$ cat src/hw/rtl/mseu_pkg.sv
// Shared types and constants of the MIPS subset execute unit.
`default_nettype none

package mseu_pkg;

  // Fixed sizes
  localparam int unsigned REG_COUNT  = 32;
  localparam int unsigned REG_IDX_W  = 5;
  localparam int unsigned ACC_ADDR_W = 14;

  // Item modes
  localparam logic [1:0] MODE_EXEC  = 2'd0;
  localparam logic [1:0] MODE_WRITE = 2'd1;
  localparam logic [1:0] MODE_READ  = 2'd2;

  // Result status codes
  localparam logic [2:0] ST_DONE      = 3'd0;
  localparam logic [2:0] ST_BAD_FUNCT = 3'd1;
  localparam logic [2:0] ST_ILLEGAL   = 3'd2;
  localparam logic [2:0] ST_END       = 3'd3;
  localparam logic [2:0] ST_HALTED    = 3'd4;

  // Opcodes and R-type function
  localparam logic [5:0] OP_RTYPE  = 6'h00;
  localparam logic [5:0] OP_J      = 6'h02;
  localparam logic [5:0] OP_BGE    = 6'h07;
  localparam logic [5:0] OP_ADDI   = 6'h08;
  localparam logic [5:0] OP_LB     = 6'h20;
  localparam logic [5:0] OP_LW     = 6'h23;
  localparam logic [5:0] OP_SW     = 6'h2B;
  localparam logic [5:0] OP_LA     = 6'h2F;
  localparam logic [5:0] FUNCT_ADD = 6'h20;

  // Data memory request, byte address before wrap
  typedef struct packed {
    logic        rd_en;
    logic        wr_en;
    logic        byte_op;
    logic [31:0] addr;
    logic [31:0] wdata;
  } mem_req_t;

  // Register writeback; load takes its data from memory later
  typedef struct packed {
    logic                 en;
    logic                 load;
    logic [REG_IDX_W-1:0] dest;
    logic [31:0]          data;
  } reg_wb_t;

  // Everything the execute stage decides for one word
  typedef struct packed {
    logic [31:0] pc_next;
    logic [2:0]  status;
    logic        set_halt;
    mem_req_t    mem;
    reg_wb_t     wb;
  } exec_res_t;

endpackage

`default_nettype wire

$ cat src/hw/rtl/mseu_exec.sv
// Execute stage: decode, ALU, branch and jump targets, memory request.
`default_nettype none

module mseu_exec (
  input  logic [1:0]                        mode_i,
  input  logic [31:0]                       instruction_i,
  input  logic [mseu_pkg::ACC_ADDR_W-1:0]   access_address_i,
  input  logic [31:0]                       access_data_i,
  input  logic [31:0]                       pc_i,
  input  logic                              halted_i,
  input  logic [31:0]                       rs_data_i,
  input  logic [31:0]                       rt_data_i,
  output mseu_pkg::exec_res_t               res_o
);

  logic [5:0]  op;
  logic [5:0]  funct;
  logic [4:0]  rt_idx;
  logic [4:0]  rd_idx;
  logic [31:0] imm_s;
  logic [31:0] imm_z;
  logic [31:0] seq;
  logic [31:0] ea;
  logic [31:0] sum;
  logic        wb_en;

  // Instruction fields
  assign op     = instruction_i[31:26];
  assign funct  = instruction_i[5:0];
  assign rt_idx = instruction_i[20:16];
  assign rd_idx = instruction_i[15:11];
  assign imm_s  = {{16{instruction_i[15]}}, instruction_i[15:0]};
  assign imm_z  = {16'h0000, instruction_i[15:0]};
  assign seq    = pc_i + 32'd4;
  assign ea     = rs_data_i + imm_s;
  assign sum    = rs_data_i + rt_data_i;

  always_comb begin
    res_o         = '0;
    res_o.pc_next = pc_i;
    res_o.status  = mseu_pkg::ST_DONE;
    wb_en         = 1'b0;

    unique case (mode_i)
      mseu_pkg::MODE_EXEC: begin
        if (halted_i) begin
          res_o.status = mseu_pkg::ST_HALTED;
        end else if (instruction_i == '0) begin
          res_o.status   = mseu_pkg::ST_END;
          res_o.set_halt = 1'b1;
        end else begin
          res_o.pc_next = seq;
          unique case (op)
            mseu_pkg::OP_LA: begin
              wb_en          = 1'b1;
              res_o.wb.dest  = rt_idx;
              res_o.wb.data  = imm_z;
            end
            mseu_pkg::OP_LB, mseu_pkg::OP_LW: begin
              wb_en             = 1'b1;
              res_o.wb.dest     = rt_idx;
              res_o.wb.load     = 1'b1;
              res_o.mem.rd_en   = 1'b1;
              res_o.mem.byte_op = (op == mseu_pkg::OP_LB);
              res_o.mem.addr    = ea;
            end
            mseu_pkg::OP_SW: begin
              res_o.mem.wr_en = 1'b1;
              res_o.mem.addr  = ea;
              res_o.mem.wdata = rt_data_i;
            end
            mseu_pkg::OP_ADDI: begin
              wb_en         = 1'b1;
              res_o.wb.dest = rt_idx;
              res_o.wb.data = ea;
            end
            mseu_pkg::OP_BGE: begin
              if ($signed(rs_data_i) >= $signed(rt_data_i)) begin
                res_o.pc_next = seq + {imm_s[29:0], 2'b00};
              end
            end
            mseu_pkg::OP_J: begin
              res_o.pc_next = {seq[31:28], instruction_i[25:0], 2'b00};
            end
            mseu_pkg::OP_RTYPE: begin
              if (funct == mseu_pkg::FUNCT_ADD) begin
                wb_en         = 1'b1;
                res_o.wb.dest = rd_idx;
                res_o.wb.data = sum;
              end else begin
                res_o.status = mseu_pkg::ST_BAD_FUNCT;
              end
            end
            default: begin
              // illegal opcode: stop in place
              res_o.pc_next  = pc_i;
              res_o.status   = mseu_pkg::ST_ILLEGAL;
              res_o.set_halt = 1'b1;
            end
          endcase
        end
      end
      mseu_pkg::MODE_WRITE: begin
        res_o.mem.wr_en = 1'b1;
        res_o.mem.addr  = 32'(access_address_i);
        res_o.mem.wdata = access_data_i;
      end
      mseu_pkg::MODE_READ: begin
        res_o.mem.rd_en = 1'b1;
        res_o.mem.addr  = 32'(access_address_i);
      end
      default: begin
        // unused mode: no effect
      end
    endcase

    // register zero is never written
    res_o.wb.en = wb_en && (res_o.wb.dest != '0);
  end

endmodule

`default_nettype wire

$ cat config.mk
export PLATFORM = sky130hd
export DESIGN_NAME = mseu_exec
export DESIGN_NICKNAME = d
export VERILOG_FILES = /design/src/hw/rtl/mseu_pkg.sv /design/src/hw/rtl/mseu_exec.sv
export SDC_FILE = /design/constraint.sdc
export NUM_CORES = 1
export LEC_CHECK = 0
export BUFFER_PORTS_ARGS = -buffer_cell sky130_fd_sc_hd__buf_2
export CAP_MARGIN = 20
export CORE_MARGIN = 3
export CORE_UTILIZATION = 40
export DETAILED_ROUTE_END_ITERATION = 16
export PLACE_DENSITY_LB_ADDON = 0.1
export SLEW_MARGIN = 30
export SYNTH_ARGS = -nofsm -noshare
export SYNTH_HDL_FRONTEND = slang
export SYNTH_SLANG_ARGS = --single-unit
$ cat constraint.sdc
create_clock -name vclk -period 9.75
set_input_delay 0.975 -clock vclk [all_inputs]
set_output_delay 0.975 -clock vclk [all_outputs]
set_load 0.02 [all_outputs]
* Word-level counts from Yosys, hierarchy flattened *
Cells that the tools add are included.

storage, ports and cells
  input bits = 177
  logic and storage cells = 60
  output and inout port bits = 142
  bits in registers = 0

cells by class
  muxes and demuxes = 33
  add/sub/neg operators = 4
  order comparisons = 1
  reductions and logical operators = 12
  equal/unequal tests = 10

operators with widths
  kind                     count
  $pmux W32 S3             2
  $mux W32                 5
  $pmux W32 S2             2
  $mux W38                 3
  $add A32 B32 Y32         3
  $mux W68                 1
  $mux W67                 1
  $mux W37                 1
  $mux W36                 1
  $add A32 B3 Y32 const B  1
  $ge A32 B32 Y1           1
  $logic_not A32 Y1        1
  $eq A6 B6 Y1 const B     5
  $mux W1                  10
  $pmux W5 S2              1
  $reduce_or A8 Y1         1
  $reduce_or A7 Y1         1
  $eq A6 B2 Y1 const B     1
  $eq A6 B3 Y1 const B     1
  $eq A6 B4 Y1 const B     1
  $logic_not A6 Y1         1
  $mux W3                  2
  $pmux W1 S2              3
  $reduce_or A6 Y1         1
  other kinds (9)          10

* Depth between registers and ports, before layout *
  depth in word-level cells = 8
  gate-level depth with buffers = 17
  gate-level depth less buffers = 16

* Worst setup path before layout *
No wires, ideal clock.

  path type = input to output
  from = in pc_i[11]
  to = out res_o[141] (netlist bit)
  slack = 4.421 ns
  cell stages on the path = 17
  path buffers = 1
  data arrival time = 4.354 ns
  required time = 8.775 ns
  path through = and4_1 > nand3_1 > or3_1 > nor2_1 > nand2_1 > xnor2_1 > ha_1 > clkbuf_1 > a21oi_1 > nor2b_1 > o21ai_0 > nand2b_1 > a21o_1 > a2111oi_0 > a21oi_1 > xnor2_1 > o31ai_1

RTL lines
  element          RTL line         text
  start, declared  mseu_exec.sv:9   input logic [31:0] pc_i,
  end, declared    mseu_exec.sv:13  output mseu_pkg::exec_res_t res_o

==> flow_results.xml <==
<?xml version="1.0" encoding="UTF-8"?>
<metrics>
  <group name="status">
    <metric name="run_status" unit="">complete, no violations</metric>
  </group>
  <group name="setup_path">
    <metric name="critPathRequiredTime" unit="ps">8780</metric>
    <metric name="crit_type" unit="">in2out</metric>
    <metric name="crit_path_end" unit="">res_o[139]</metric>
    <metric name="endpoint_kind" unit="">primary output</metric>
    <metric name="worstPathArrival" unit="ps">4990</metric>
    <metric name="crit_fanout" unit="">7</metric>
    <metric name="startpoint" unit="">pc_i[10]</metric>
    <metric name="start_kind" unit="">primary input</metric>
  </group>
  <group name="global_routing">
    <metric name="global_routing_met2_resource_utilization" unit="%">46.1</metric>
    <metric name="grt.met1_usage" unit="%">36.5</metric>
    <metric name="grt_util_all_layers" unit="%">26.8</metric>
    <metric name="grtUsageMet3" unit="%">3.81</metric>
    <metric name="grt_max_usage_layer" unit="">met2</metric>
    <metric name="grt_start_max_net_pins" unit="">38</metric>
    <metric name="globalRoute.totalOverflow" unit="">0</metric>
    <metric name="grt_pass1_wl" unit="mm">52.8</metric>
    <metric name="antenna_violations_before_repair" unit="">7</metric>
    <metric name="vias_in_the_first_global_route" unit="">9842</metric>
  </group>
  <group name="cts">
    <metric name="cts_hold_buffers" unit="">0</metric>
    <metric name="postCtsSetupRepairBufs" unit="">0</metric>
    <metric name="cts_resized" unit="">0</metric>
  </group>
  <group name="floorplan">
    <metric name="floorplan.die_area" unit="um^2">23300</metric>
    <metric name="chipHeight" unit="um">152</metric>
    <metric name="starting_density" unit="%">41.6</metric>
    <metric name="floorplan.die.width" unit="um">152</metric>
    <metric name="placementRows" unit="">52</metric>
    <metric name="core" unit="um^2">20600</metric>
    <metric name="boundaryPins" unit="">319</metric>
  </group>
  <group name="routing">
    <metric name="drc" unit="">0</metric>
    <metric name="drtIter0Drc" unit="">668</metric>
    <metric name="viasPerCell" unit="">5.89</metric>
    <metric name="antenna_violating_nets_post_route" unit="">0</metric>
    <metric name="dr_vias" unit="">10500</metric>
    <metric name="route.final.wire_length" unit="mm">34.1</metric>
    <metric name="detailedRoute.firstPassIterationCount" unit="">5</metric>
    <metric name="routedWlPerCell" unit="um">19.1</metric>
  </group>
  <group name="power_and_ir_drop">
    <metric name="power-per-cell-area" unit="nW/um^2">54.9</metric>
    <metric name="p_total" unit="W">0.000571</metric>
    <metric name="cellLeakagePower" unit="nW">5.00</metric>
    <metric name="worst_ir_drop_vdd" unit="mV">0.0204</metric>
  </group>
  <group name="yosys">
    <metric name="syn-cell-area" unit="um^2">8580</metric>
    <metric name="yosysWarningCount" unit="">0</metric>
    <metric name="synthDistinctLibCells" unit="">84</metric>
    <metric name="synth_sequential_area_ratio" unit="%">0</metric>
    <metric name="avgSynthCellArea" unit="um^2">6.92</metric>
    <metric name="synth_nets" unit="">1554</metric>
    <metric name="post_synth_inst_count" unit="">1241</metric>
  </group>
  <group name="timing">
    <metric name="hold_violation_total_from_the_final_report" unit="">0</metric>
    <metric name="setup-violations-final" unit="">0</metric>
    <metric name="min_period" unit="ps">5970</metric>
    <metric name="fmax" unit="MHz">168</metric>
    <metric name="rsz0062_at_grt" unit="">no</metric>
    <metric name="worst_slew_margin_rel" unit="%">46.0</metric>
    <metric name="timing.final.max_slew_violations" unit="">0</metric>
    <metric name="worst_tran_pin_value" unit="ps">808</metric>
    <metric name="whs" unit="ps">2280</metric>
    <metric name="fin_crit_sh" unit="%">61.2</metric>
    <metric name="setup-tns-final" unit="ps">0</metric>
  </group>
  <group name="placed_design">
    <metric name="buffer_ports.inserted" unit="">319</metric>
    <metric name="place_congestion" unit="">0.946</metric>
    <metric name="dpl.cell_count" unit="">1782</metric>
    <metric name="dpl_cell_area" unit="um^2">10300</metric>
    <metric name="dpl.hpwl" unit="mm">28.2</metric>
  </group>
  <group name="final_layout">
    <metric name="mostFrequentLayoutCells" unit="">buf_2 (319), ha_1 (133), nor2_1 (113)</metric>
    <metric name="layout.cells.most_common" unit="">buf_2</metric>
    <metric name="final_layout_size_suffix_gt1_share" unit="%">24.8</metric>
    <metric name="non_filler_instance_count_after_layout" unit="">1787</metric>
    <metric name="final_cell_area" unit="um^2">10400</metric>
    <metric name="finalNetCount" unit="">1828</metric>
    <metric name="area_growth_syn_to_layout" unit="%">21.0</metric>
    <metric name="multi_input_comb_area" unit="um^2">8030</metric>
    <metric name="num-fill-cells" unit="">2157</metric>
    <metric name="layout.clock_buffers" unit="">0</metric>
    <metric name="numSequentialCells" unit="">0</metric>
    <metric name="layout.area.seq" unit="um^2">0</metric>
  </group>
  <group name="min_path">
    <metric name="hp-class" unit="">in2out</metric>
  </group>
  <group name="run">
    <metric name="cap_viol_max_count" unit="">0</metric>
  </group>
</metrics>
critical path, cell delays in order:
cell and delay [ps]:
buf_2 170, and4_1 290, nand3_1 210, nor4_1 580, nand2_1 150, xnor2_1 190, ha_1 380, nand2_1 130
nor4_1 290, o211ai_1 140, o211ai_1 250, a32oi_1 280, o31ai_1 300, xor2_1 200, nand2_1 70, a31oi_1 180
buf_2 190
metrics by stage:
step	setup WS (ps)	util [%]
2_1_floorplan	4420	-
3_3_place_gp	3890	50.2
3_5_place_dp	3920	50.2
4_1_cts	3890	50.2
5_1_grt	3510	50.4
6_report	3780	50.4
how the worst min path moves through the flow:
stage,endpoint,start,depth (start not counted),slack (ps)
global placement,res_o[73],access_address_i[2],3,2280
global route,res_o[52],access_data_i[13],3,2300
finish,res_o[73],access_address_i[2],3,2280
CTS,res_o[73],access_address_i[2],3,2280
floorplan,res_o[103],instruction_i[27],1,2040
detailed placement,res_o[73],access_address_i[2],3,2280
layout make-up:
class	instances	area share, %
Multi-Input combinational cell	1103	77.3
Timing Repair Buffer	332	16.5
Tap cell	270	3.25
Inverter	78	2.82
Antenna cell	4	0.0964
cell usage after synthesis (18+ instances only):
| cell type | number | area share [%] |
|---|---|---|
| a22oi_1 | 28 | 2.4 |
| nand4_1 | 27 | 2.0 |
| nand2b_1 | 20 | 1.5 |
| nor2_1 | 114 | 5.0 |
| inv_1 | 78 | 3.4 |
| nand3_1 | 22 | 1.3 |
| xor2_1 | 27 | 2.8 |
| xnor2_1 | 85 | 8.7 |
| o21ai_0 | 44 | 2.6 |
| nand2_1 | 94 | 4.1 |
| ha_1 | 133 | 19 |
| o21a_1 | 18 | 1.6 |
| nor3_1 | 21 | 1.2 |
| clkbuf_1 | 41 | 1.8 |
| a21oi_1 | 107 | 6.2 |
| a22o_1 | 50 | 5.1 |
| a21o_1 | 36 | 3.1 |
| a31oi_1 | 21 | 1.5 |
logic make-up (layout without fill, tap and decap cells):
family / Yosys count / after routing / synth area share, %
AOI/OAI and AO/OA: 463 / 463 / 39.1
adders and majority gates: 136 / 136 / 20.1
and+or+nand+nor: 385 / 385 / 21.9
buffers and inverters: 138 / 410 / 6.63
muxes: 7 / 7 / 0.845
xor gates and xnor gates: 112 / 112 / 11.4
other: 0 / 4 / 0
per-layer routing:
layer | wire (um) | part of all wire [%]
met5 | 34 | 0.10
met4 | 518 | 1.5
met1 | 15300 | 45
met3 | 2510 | 7.4
met2 | 15700 | 46
where the power goes:
| part | switching [W] | total, W | leakage, nW | internal (W) |
|---|---|---|---|---|
| combinational | 0.000344 | 0.000571 | 5.00 | 0.000227 |
| clock | 0 | 0.0000000000550 | 0.0000254 | 0.0000000000549 |
| sequential | 0 | 0 | 0 | 0 |
Note: power is estimated with default switching activity, not from simulation.
